### config.mk
export PLATFORM = sky130hd
export DESIGN_NAME = glb_ctrl
export DESIGN_NICKNAME = d
export VERILOG_FILES = /design/src/rtl/glb_pkg.sv /design/src/rtl/glb_ctrl.sv
export SDC_FILE = /design/constraint.sdc
export NUM_CORES = 1
export LEC_CHECK = 0
export ABC_CLOCK_PERIOD_IN_PS = 1590
export BUFFER_PORTS_ARGS = -buffer_cell sky130_fd_sc_hd__buf_2
export CORE_AREA = 2 2 39 41
export DETAILED_ROUTE_END_ITERATION = 16
export DIE_AREA = 0 0 41 43
export GPL_ROUTABILITY_DRIVEN = 0
export SLEW_MARGIN = 20
export SYNTH_ARGS = -nofsm -noshare
export SYNTH_HDL_FRONTEND = slang
export SYNTH_SLANG_ARGS = --single-unit
### constraint.sdc
create_clock -name clk -period 1.59 [get_ports clk]
set_input_delay 0.318 -clock clk [delete_from_list [all_inputs] [get_ports clk]]
set_output_delay 0.318 -clock clk [all_outputs]
set_load 0.05 [all_outputs]
### src/rtl/glb_pkg.sv
`timescale 1ns / 1ps
// ----------------------------------------------------------------------------
// glb_pkg
// Shared types and codes for the glyph lookup and text bounds block.
// ----------------------------------------------------------------------------
package glb_pkg;

    localparam int CP_W      = 21;
    localparam int COUNT_W   = 9;
    localparam int INDEX_W   = 10;
    localparam int OFFSET_W  = 10;
    localparam int COORD_W   = 16;
    localparam int CFG_IDX_W = 1;

    // input item command codes
    localparam logic [2:0] CMD_LOAD_INTERVAL = 3'd0;
    localparam logic [2:0] CMD_LOAD_GLYPH    = 3'd1;
    localparam logic [2:0] CMD_BEGIN         = 3'd2;
    localparam logic [2:0] CMD_CODE_POINT    = 3'd3;
    localparam logic [2:0] CMD_FINISH        = 3'd4;

    // configuration register indexes
    localparam logic [CFG_IDX_W-1:0] CFG_INTERVAL_COUNT   = 1'd0;
    localparam logic [CFG_IDX_W-1:0] CFG_REPLACEMENT_CODE = 1'd1;

    localparam logic [CP_W-1:0] REPLACEMENT_RESET = 21'd65533;

    typedef struct packed {
        logic [CP_W-1:0]     first;
        logic [CP_W-1:0]     last;
        logic [OFFSET_W-1:0] offset;
    } interval_t;

    typedef struct packed {
        logic [7:0]        width;
        logic [7:0]        height;
        logic signed [7:0] left;
        logic signed [7:0] top;
        logic [9:0]        advance;
    } glyph_t;

    // controller to datapath
    typedef struct packed {
        logic latch_item;
        logic write_interval;
        logic write_glyph;
        logic begin_string;
        logic emit_result;
        logic search_init;
        logic use_replacement;
        logic probe_read;
        logic probe_update;
        logic final_read;
        logic glyph_read;
        logic box_update;
    } ctrl_cmd_t;

    // datapath to controller
    typedef struct packed {
        logic [2:0] command;
        logic       cp_zero;
        logic       len_zero;
        logic       lo_zero;
        logic       iv_hit;
    } dp_status_t;

endpackage

### src/rtl/glb_ctrl.sv
`timescale 1ns / 1ps
// ----------------------------------------------------------------------------
// glb_ctrl
// Sequencer for loads, string begin/finish and the binary search lookup.
// ----------------------------------------------------------------------------
module glb_ctrl (
    input  logic               clk,
    input  logic               rst_n,
    input  logic               start,
    output logic               busy,
    input  glb_pkg::dp_status_t sts,
    output glb_pkg::ctrl_cmd_t  cmd
);
    import glb_pkg::*;

    localparam logic [2:0] ST_IDLE    = 3'd0;
    localparam logic [2:0] ST_DECODE  = 3'd1;
    localparam logic [2:0] ST_PROBE   = 3'd2;
    localparam logic [2:0] ST_COMPARE = 3'd3;
    localparam logic [2:0] ST_CHECK   = 3'd4;
    localparam logic [2:0] ST_UPDATE  = 3'd5;

    logic [2:0] state_reg, state_next;
    logic       retry_reg, retry_next;

    always_comb
    begin
        cmd        = '0;
        state_next = state_reg;
        retry_next = retry_reg;
        case (state_reg)
            ST_IDLE:
            begin
                if (start)
                begin
                    cmd.latch_item = 1'b1;
                    state_next     = ST_DECODE;
                end
            end
            ST_DECODE:
            begin
                state_next = ST_IDLE;
                case (sts.command)
                    CMD_LOAD_INTERVAL: cmd.write_interval = 1'b1;
                    CMD_LOAD_GLYPH:    cmd.write_glyph    = 1'b1;
                    CMD_BEGIN:         cmd.begin_string   = 1'b1;
                    CMD_FINISH:        cmd.emit_result    = 1'b1;
                    CMD_CODE_POINT:
                    begin
                        if (!sts.cp_zero)
                        begin
                            cmd.search_init = 1'b1;
                            retry_next      = 1'b0;
                            state_next      = ST_PROBE;
                        end
                    end
                    default: ;
                endcase
            end
            ST_PROBE:
            begin
                if (!sts.len_zero)
                begin
                    cmd.probe_read = 1'b1;
                    state_next     = ST_COMPARE;
                end
                else if (!sts.lo_zero)
                begin
                    cmd.final_read = 1'b1;
                    state_next     = ST_CHECK;
                end
                else if (!retry_reg)
                begin
                    // miss: search again for the replacement glyph
                    cmd.search_init     = 1'b1;
                    cmd.use_replacement = 1'b1;
                    retry_next          = 1'b1;
                end
                else
                begin
                    state_next = ST_IDLE;
                end
            end
            ST_COMPARE:
            begin
                cmd.probe_update = 1'b1;
                state_next       = ST_PROBE;
            end
            ST_CHECK:
            begin
                if (sts.iv_hit)
                begin
                    cmd.glyph_read = 1'b1;
                    state_next     = ST_UPDATE;
                end
                else if (!retry_reg)
                begin
                    cmd.search_init     = 1'b1;
                    cmd.use_replacement = 1'b1;
                    retry_next          = 1'b1;
                    state_next          = ST_PROBE;
                end
                else
                begin
                    state_next = ST_IDLE;
                end
            end
            ST_UPDATE:
            begin
                cmd.box_update = 1'b1;
                state_next     = ST_IDLE;
            end
            default: state_next = ST_IDLE;
        endcase
    end

    always_ff @(posedge clk or negedge rst_n)
    begin
        if (!rst_n)
        begin
            state_reg <= ST_IDLE;
            retry_reg <= 1'b0;
        end
        else
        begin
            state_reg <= state_next;
            retry_reg <= retry_next;
        end
    end

    assign busy = (state_reg != ST_IDLE);

endmodule

-- Yosys cells after proc, flatten, opt, wreduce, memory -nomap -nowiden
Cells that the tools add are included.
- flip-flop bits (word level): 4
- equality and inequality tests: 16
- mux-type cells: 39
- reductions and logical operators: 6
- operator list (cell ; count):
    two-way mux 1 bit ; 22
    two-way mux 3 bit ; 5
    one-hot mux 3 bit (5 select lines) ; 1
    two-way mux 2 bit ; 7
    == test 3 x 2 -> 1 bit (second input constant) ; 4
    inequality test 2 bit (second input constant) ; 5
    == test 3 bit (second input constant) ; 3
    == test 3 x 1 -> 1 bit (second input constant) ; 2
    zero test 3 bit ; 2
    one-hot mux 1 bit (3 select lines) ; 2
    AND reduction 6 bit ; 1
    nonzero test 3 bit ; 2
    two-way mux 4 bit ; 1
    inequality test 4 bit (second input constant) ; 1
    inequality test 2 x 1 -> 1 bit (second input constant) ; 1
    one-hot mux 1 bit (2 select lines) ; 1
    AND reduction 2 bit ; 1

-- Longest topological paths before layout
Gate-level depths: netlist of the first run.
- depth after elaboration: 4
- depth in mapped cells: 5
- mapped depth without buffers: 4

-- Worst setup path after synthesis of the first run
No wires, ideal clock.
- path kind: register to output
- start point: register state_reg[2]
- end point: output port cmd[7] in the netlist's numbering
- data arrival time: 2.041 ns
- data required time: 1.272 ns
- path slack: -0.769 ns
- cell stages (with the launch flop): 4
- cells stage by stage: dfrtp_1 -> inv_1 -> nand2_1 -> nor4_1
- RTL lines (element ; RTL line ; text):
    from (decl) ; glb_ctrl.sv:23 ; logic [2:0] state_reg, state_next;
    from (signal assigned) ; glb_ctrl.sv:126 ; state_reg <= state_next;
    to (decl) ; glb_ctrl.sv:12 ; output glb_pkg::ctrl_cmd_t cmd

==> results.yml, run 1 <==
status:
  status: "finished with violations"
  violations: "setup timing"
floorplan:
  initial_core_util_pct: 27.6
  core_area_mm2: 0.00138
  die-area_mm2: 0.00176
  rows: 14
  fp.dieH_um: 43
  die_w_um: 41
  ioPinCount: 23
route:
  drc: 0
  via_count: 501
  via_per_inst: 4.91
  wl_per_cell_um: 13.0
  ant_nets: 0
  dr.pass1.iters: 4
  drt_iter0_markers: 8
  wl_mm: 1.32
sta:
  period_share_pct: 121
  setup_ws_ps: -327
  worst_pin_slew_ps: 212
  fin_skew_ps: 10.0
  slew_viol_final: 0
  setup-violations-final: 10
  grt_setup_unrepaired: "yes"
  period_needed_ps: 1920
  max_freq_mhz: 522
  hold_viol_final: 0
  relSlewSlack_pct: 85.8
setup_path:
  cp_max_fo: 3
  required_ps: 1270
  endpoint_kind: "output port"
  arrival_ps: 1600
  start_kind: "register"
  crit_type: "reg2out"
synth:
  yosysWarnings: 0
  yosys.area_share.xor_xnor_pct: 2.30
  ys_seq_area_share_pct: 26.2
  synth_top_family_by_area: "simple AND/OR/NAND/NOR gates"
  ys_seq_elements: 4
  syn_area_per_cell_um2: 7.79
  synth_cells: 49
  synthSimpleGateAreaFrac_pct: 47.2
  synth_top_cell_area_share_pct: 26.2
  synth_area_leaders: "dfrtp_1, nor2_1, nor3_1"
  synth_cell_type_count: 25
  synth_fp_nets: 59
  syn_area_um2: 382
  synth-adder-area-share_pct: 0
  synth-compound-area-share_pct: 17.0
  yosysTopAreaCell: "dfrtp_1"
  muxShareOfSynthArea_pct: 0
placement:
  dp_cells: 95
  place_hpwl_um: 983
  numPortBuffers: 22
hold_path:
  hold_path.class: "in2async"
global_routing:
  grt_pass1_wl_mm: 2.23
  antenna_found_initial: 0
  grt_use_total_pct: 18.6
  grt_pass1_vias: 547
  overflow: 0
  grt_max_degree: 11
clocking:
  numCtsBuffers: 3
  cts_htree_levels: 1
  cts.path.max_buffers: 2
  clkTransAtPathRegs_ps: 40
  clock_latency_ps: 240
  clock_sinks: 4
  cts_tree: "yes"
  cts_root_buf: "clkbuf_4"
cells_and_area:
  multi_input_area_um2: 402
  seqCellArea_um2: 100
  largest_reg_flops: 3
  utilization_pct: 63.5
  area_growth_pct: 130
  final_cells: 102
  insertedDiodeCount: 0
  drive_above_1_share_pct: 72.1
  fillers: 109
  layout.nets: 98
run:
  cap_violations: 0
power_and_ir_drop:
  leakage_uw: 0.000393
  power_density_mw_per_mm2: 1580
  totalPowerFinal_uw: 1390
  peakVddDrop_v: 0.000910
## stage by stage
| stage | hold WS (ps) | setup slack (ps) | setup TNS, ps | area, um^2 |
|---|---|---|---|---|
| 3_5_place_dp | 125 | -176 | -718 | 661 |
| 4_1_cts | 401 | -319 | -2190 | 871 |
| 2_1_floorplan | 22.4 | -234 | -740 | 472 |
| 5_1_grt | 421 | -410 | -2610 | 878 |
| 3_3_place_gp | 123 | -163 | -683 | 661 |
| 6_report | 404 | -327 | -1830 | 878 |
## worst max-delay path, stage by stage, from the launching register on
cell and delay (ps):
dfrtp_1 380, nand2b_4 140, or3_4 340, buf_6 140, nor3b_4 170, buf_6 180
## synth_stat cells
library cell,number
nand4_1,1
a311o_1,1
or2_0,1
a22o_1,1
o22ai_1,2
or3_2,1
a21boi_2,1
a211oi_2,1
inv_1,3
xor2_1,1
nor3_1,5
nor3_2,1
nand2_1,4
or3_4,1
nor2_1,7
buf_6,1
or2_2,2
nand2b_4,1
or3_1,1
buf_2,1
dfrtp_1,4
nand2b_1,3
nor3b_1,2
a21oi_1,2
nor4_1,1
## area by class of cell
cell class              count  area share (%)
multi-input cells          40            45.7
repair buffers             36            36.8
flip-flops and latches      4            11.4
clock buffers               3            2.56
well taps                  16            2.28
inverters                   3            1.28
## cell usage in the layout (no fill, tap or decap), drive strengths merged, types with 3 or more instances in the layout
cell type	netlist	routed
dfrtp	4	4
buf	2	34
inv	3	3
or2	3	3
nand2	4	4
nor2	7	7
or3	3	3
nand2b	4	4
clkbuf	0	4
nor3	6	6
## cell families (layout without fill, tap and decap cells)
logic type / count (synthesis) / in the layout
xor+xnor: 1 / 1
buf+inv: 5 / 42
compound gates: 8 / 8
flops: 4 / 4
simple gates: 31 / 31
## repair_timing
action / CTS / global route
pin swaps: 4 / 4
hold endpoints to repair: 4 / 0
hold buffers: 1 / 0
buffers inserted: 5 / 1
resized for setup: 40 / 6
setup endpoints to repair: 12 / 13
## report_power, final
part	total (uW)	leakage, uW	internal (uW)	switching (uW)
registers	178	0.0000522	142	36.2
logic	1080	0.000327	490	592
clock network	130	0.0000138	84.6	45.1
## layer usage
| metal | share of wire (%) | wire length [um] | up-vias | track usage, % |
|---|---|---|---|---|
| li1 | - | - | 251 | - |
| met1 | 37 | 493 | 221 | 19.8 |
| met2 | 52 | 684 | 25 | 30.3 |
| met3 | 8.4 | 111 | 4 | 5.76 |
| met4 | 2.5 | 33 | 0 | 10.7 |
| met5 | 0 | 0 | - | 0 |
## path summary, 6_finish.rpt
| check | from | endpoint | slack [ps] | depth (start not counted) |
|---|---|---|---|---|
| max | state_reg[1] | cmd[8] | -330 | 5 |
| min | rst_n | state_reg[1] | 400 | 2 |
| max reg2reg | state_reg[1] | retry_reg | 120 | 7 |
| min reg2reg | retry_reg | retry_reg | 710 | 2 |
| max in group asynchronous | rst_n | state_reg[2] | 1060 | 2 |
| min in group clk | start | state_reg[0] | 540 | 5 |
(Power assumes the default switching activity.)
==> run 2, diff against run 1 <==
--- a/config.mk
+++ b/config.mk
@@ -5,7 +5,7 @@
 export SDC_FILE = /design/constraint.sdc
 export NUM_CORES = 1
 export LEC_CHECK = 0
-export ABC_CLOCK_PERIOD_IN_PS = 1590
+export ABC_CLOCK_PERIOD_IN_PS = 2350
 export BUFFER_PORTS_ARGS = -buffer_cell sky130_fd_sc_hd__buf_2
 export CORE_AREA = 2 2 39 41
 export DETAILED_ROUTE_END_ITERATION = 16
==> constraint.sdc (replaced) <==
create_clock -name clk -period 2.35 [get_ports clk]
set_input_delay 0.705 -clock clk [delete_from_list [all_inputs] [get_ports clk]]
set_output_delay 0.705 -clock clk [all_outputs]
set_load 0.05 [all_outputs]
==> run 2 against run 1 <==
Against the previous run:
- the flow now finishes without violations
- final cell count fell by 4.9%
- wire length fell by 16%
- clock skew fell by 8.5 ps
- non-clock buffer count fell by 5
- worst hold slack got worse by 140 ps
- total power fell by 46%
- critical path depth did not move
- critical endpoint unchanged
- largest cell class unchanged
==> results.yml, run 2 (synthesized netlist as in run 1, its figures left out) <==
setup_path:
  crit_type: "in2out"
  cp_common_cell: "buf_6"
  path_cells: "buf_6 -> or3_4 -> buf_6 -> nor3b_4 -> buf_6"
  endpoint_kind: "output port"
  crit_path_top_delay_cell: "or3_4"
  required_ps: 1640
  cp_max_fo: 4
  ff2ff_path_depth: 5
  slowest_delay_ps: 340
  arrival_ps: 1640
  start_kind: "input port"
floorplan:
  rows: 14
  fp.dieH_um: 43
  die_w_um: 41
  ioPinCount: 23
  initial_core_util_pct: 27.6
  core_area_mm2: 0.00138
  die-area_mm2: 0.00176
run:
  cap_violations: 0
global_routing:
  antenna_found_initial: 0
  grt_pass1_wl_mm: 1.77
  overflow: 0
  grt_pass1_vias: 420
  grt_use_total_pct: 15.0
  grt_max_degree: 11
clocking:
  clkTransAtPathRegs_ps: 40
  clock_latency_ps: 230
  cts_root_buf: "clkbuf_4"
  clock_sinks: 4
  cts_tree: "yes"
  cts_htree_levels: 1
  cts.path.max_buffers: 2
  numCtsBuffers: 3
sta:
  relSlewSlack_pct: 83.5
  setup-violations-final: 0
  period_needed_ps: 2340
  slew_viol_final: 0
  period_share_pct: 99.7
  grt_setup_unrepaired: "yes"
  max_freq_mhz: 427
  fin_skew_ps: 1.53
  worst_pin_slew_ps: 249
  hold_viol_final: 0
cells_and_area:
  area_growth_pct: 86.6
  insertedDiodeCount: 0
  largest_reg_flops: 3
  most-common-layout-cells: "buf_2, buf_4, nor2_1"
  final_common_cell: "buf_2"
  drive_above_1_share_pct: 64.2
  layout.nets: 93
  final_area_um2: 712
hold_path:
  hold_path.class: "in2async"
route:
  via_count: 473
  ant_nets: 0
  wl_mm: 1.11
  dr.pass1.iters: 4
  drc: 0
  via_per_inst: 4.88
  drt_iter0_markers: 7
  wl_per_cell_um: 11.4
placement:
  place_area_um2: 626
  place_hpwl_um: 881
  numPortBuffers: 22
power_and_ir_drop:
  power_density_mw_per_mm2: 1050
  peakVddDrop_v: 0.000527
  totalPowerFinal_uw: 749
  leakage_uw: 0.000354
status:
  status: "finished, final reports clean"
-- run 2: cell types whose count changed in the layout (fill, tap and decap cells not counted), sizes merged --
cell	before	now
buf	34	31
clkbuf	4	3
dlygate4sd3	1	0
-- run 2: final cells by class --
type                            count  area (um^2)
Multi-Input combinational cell     40          344
Inverter                            3         11.3
Tap cell                           16         20.0
Fill cell                         139          672
Clock buffer                        3         22.5
Timing Repair Buffer               31          213
Sequential cell                     4          101
-- run 2: worst max-delay path: cells and delay by family --
family,cells,cell delay [ps]
AND/OR/NAND/NOR,2,510
buffers and inverters,3,420
-- run 2: path summary, 6_finish.rpt --
kind | startpoint | to | slack, ps
worst max-delay path | sts[6] | cmd[8] | 7
worst min-delay path | rst_n | state_reg[1] | 270
worst max register to register | state_reg[1] | retry_reg | 790
worst min register to register | state_reg[0] | state_reg[0] | 670
max in group asynchronous | rst_n | state_reg[2] | 1960
min in group clk | state_reg[0] | state_reg[0] | 670
-- run 2: power breakdown --
part	internal [uW]	total [uW]	switching, uW
sequential	96.3	119	23.1
combinational	213	548	335
clock	56.9	81.7	24.8
-- run 2: timing repair --
item                       in CTS  in global routing
hold buffers                    0                  0
resized for setup              11                  2
pin swaps                       2                  0
setup buffers                   2                  0
setup endpoints to repair       5                  3
hold endpoints to repair        0                  0
-- run 2: metrics by stage --
stage / TNS [ps] / util (%) / setup WS [ps] / hold WS [ps] / std cells
floorplan: -228 / - / -165 / 409 / 49
global placement: -421 / 45.2 / -128 / 509 / 92
detailed placement: -455 / 45.2 / -135 / 510 / 92
CTS: 0 / 50.7 / 2.45 / 257 / 97
global route: -64.1 / 51.4 / -28.0 / 268 / 97
finish: 0 / 51.4 / 7.31 / 267 / 97
-- run 2: metal layers --
metal	vias up	wire (um)	track usage, %
li1	237	-	-
met1	225	466	20.5
met2	11	593	21.3
met3	0	51	3.14
met4	0	0	8.00
met5	-	0	0
==> run 3, diff against run 2 <==
--- a/config.mk
+++ b/config.mk
@@ -7,10 +7,12 @@
 export LEC_CHECK = 0
 export ABC_CLOCK_PERIOD_IN_PS = 2350
 export BUFFER_PORTS_ARGS = -buffer_cell sky130_fd_sc_hd__buf_2
+export CAP_MARGIN = 10
 export CORE_AREA = 2 2 39 41
 export DETAILED_ROUTE_END_ITERATION = 16
 export DIE_AREA = 0 0 41 43
 export GPL_ROUTABILITY_DRIVEN = 0
+export RECOVER_POWER = 50
 export SLEW_MARGIN = 20
 export SYNTH_ARGS = -nofsm -noshare
 export SYNTH_HDL_FRONTEND = slang
==> run 3 against run 2 <==
Against the previous run:
- register-to-register slack got worse by 40 ps
- critical path depth did not move
- maximum frequency did not move
- sequential power barely moved
- clock-buffer cell count did not move
- sequential share of layout area rose by 0.25 points
- design area fell by 1.8%
- worst hold slack improved by 20 ps
- final cell count did not move
- clock skew barely moved
- critical endpoint unchanged
==> results.yml, run 3 (synthesized netlist as in run 1, its figures left out) <==
setup_path:
  critPathLaunch: "sts[6]"
  required_ps: 1640
  reg2reg_from: "state_reg[1]"
  arrival_ps: 1640
  reg2reg_to: "retry_reg"
  ff2ff_path_depth: 5
  crit_type: "in2out"
  start_kind: "input port"
  endpoint_kind: "output port"
  cp_max_fo: 4
  reg2reg_slack_ps: 750
global_routing:
  grt_use_total_pct: 15.0
  antenna_found_initial: 0
  grt_pass1_wl_mm: 1.77
  grt_pass1_vias: 420
  overflow: 0
  grt_max_degree: 11
route:
  wl_per_cell_um: 11.5
  drc: 0
  via_per_inst: 4.81
  ant_nets: 0
  dr.pass1.iters: 4
  drt_iter0_markers: 8
  via_count: 467
  wl_mm: 1.11
clocking:
  cts_root_buf: "clkbuf_4"
  clkTransAtPathRegs_ps: 40
  clock_latency_ps: 230
  clock_sinks: 4
  cts_htree_levels: 1
  cts_tree: "yes"
  hold_buffers: 0
  cts.path.max_buffers: 2
  numCtsBuffers: 3
sta:
  period_needed_ps: 2340
  setup-violations-final: 0
  tns_ps: 0
  max_freq_mhz: 427
  grt_setup_unrepaired: "yes"
  slew_viol_final: 0
  hold_viol_final: 0
  period_share_pct: 99.7
  relSlewSlack_pct: 61.0
  worst_pin_slew_ps: 588
  fin_skew_ps: 1.53
floorplan:
  ioPinCount: 23
  die_w_um: 41
  die-area_mm2: 0.00176
  initial_core_util_pct: 27.6
  rows: 14
  fp.dieH_um: 43
  core_area_mm2: 0.00138
cells_and_area:
  layout.nets: 93
  final_area_um2: 699
  most-common-layout-cells: "buf_2, buf_4, nor2_1"
  drive_above_1_share_pct: 59.3
  largest_reg_flops: 3
  final_cells: 97
  final_common_cell: "buf_2"
  area_growth_pct: 83.3
  insertedDiodeCount: 0
power_and_ir_drop:
  peakVddDrop_v: 0.000519
  leakage_uw: 0.000345
  totalPowerFinal_uw: 738
  power_density_mw_per_mm2: 1050
hold_path:
  hold_path.class: "in2async"
status:
  status: "finished, final reports clean"
run:
  cap_violations: 0
placement:
  numPortBuffers: 22
  dp_cells: 92
  place_area_um2: 626
  place_hpwl_um: 881
[run 3: changes by cell type in the layout (fill, tap and decap cells not counted)]
cell      before  now
nor3_1         0    1
buf_2         17   15
clkbuf_1       0    2
nor3_2         4    3
a211oi_2       1    0
a211oi_1       0    1
[run 3: stage by stage]
stage	utilization (%)	hold slack, ps	worst slack [ps]
after floorplan	-	409	-165
after global placement	45.2	509	-128
after detailed placement	45.2	510	-135
after CTS	50.7	257	2.45
after global routing	50.5	305	-28.0
final	50.5	287	7.31
[run 3: layer usage]
layer / part of all wire [%] / track usage, % / wire length (um) / up-vias
li1: - / - / - / 238
met1: 43 / 20.5 / 481 / 222
met2: 54 / 21.3 / 597 / 7
met3: 3.1 / 3.14 / 34 / 0
met4: 0 / 8.00 / 0 / 0
met5: 0 / 0 / 0 / -
[run 3: layout make-up]
class | count | area, um^2
Inverter | 3 | 11.3
Sequential cell | 4 | 101
Tap cell | 16 | 20.0
Timing Repair Buffer | 31 | 210
Clock buffer | 3 | 22.5
Fill cell | 143 | 684
Multi-Input combinational cell | 40 | 334
[run 3: how the worst max path moves through the flow]
| stage | cells after the start | endpoint | slack, ps |
|---|---|---|---|
| 2_1_floorplan | 2 | cmd[9] | -160 |
| 3_3_place_gp | 5 | cmd[9] | -130 |
| 3_5_place_dp | 5 | cmd[9] | -140 |
| 4_1_cts | 5 | cmd[9] | 2 |
| 5_1_grt | 5 | cmd[8] | -30 |
| 6_report | 5 | cmd[8] | 7 |
[run 3: report_power, final]
group / switching [uW] / internal [uW]
combinational: 331 / 206
clock: 25.0 / 56.9
sequential: 23.0 / 96.3
total: 378 / 359
[run 3: what timing repair did]
item                       in CTS  in global routing
buffers inserted                2                  0
gates resized for setup        11                  2
pin swaps                       2                  0
setup endpoints to repair       5                  3
[run 3: critical path, stage by stage]
cell	delay (ps)
buf_6	90
or3_4	340
buf_6	150
nor3b_4	170
buf_6	180
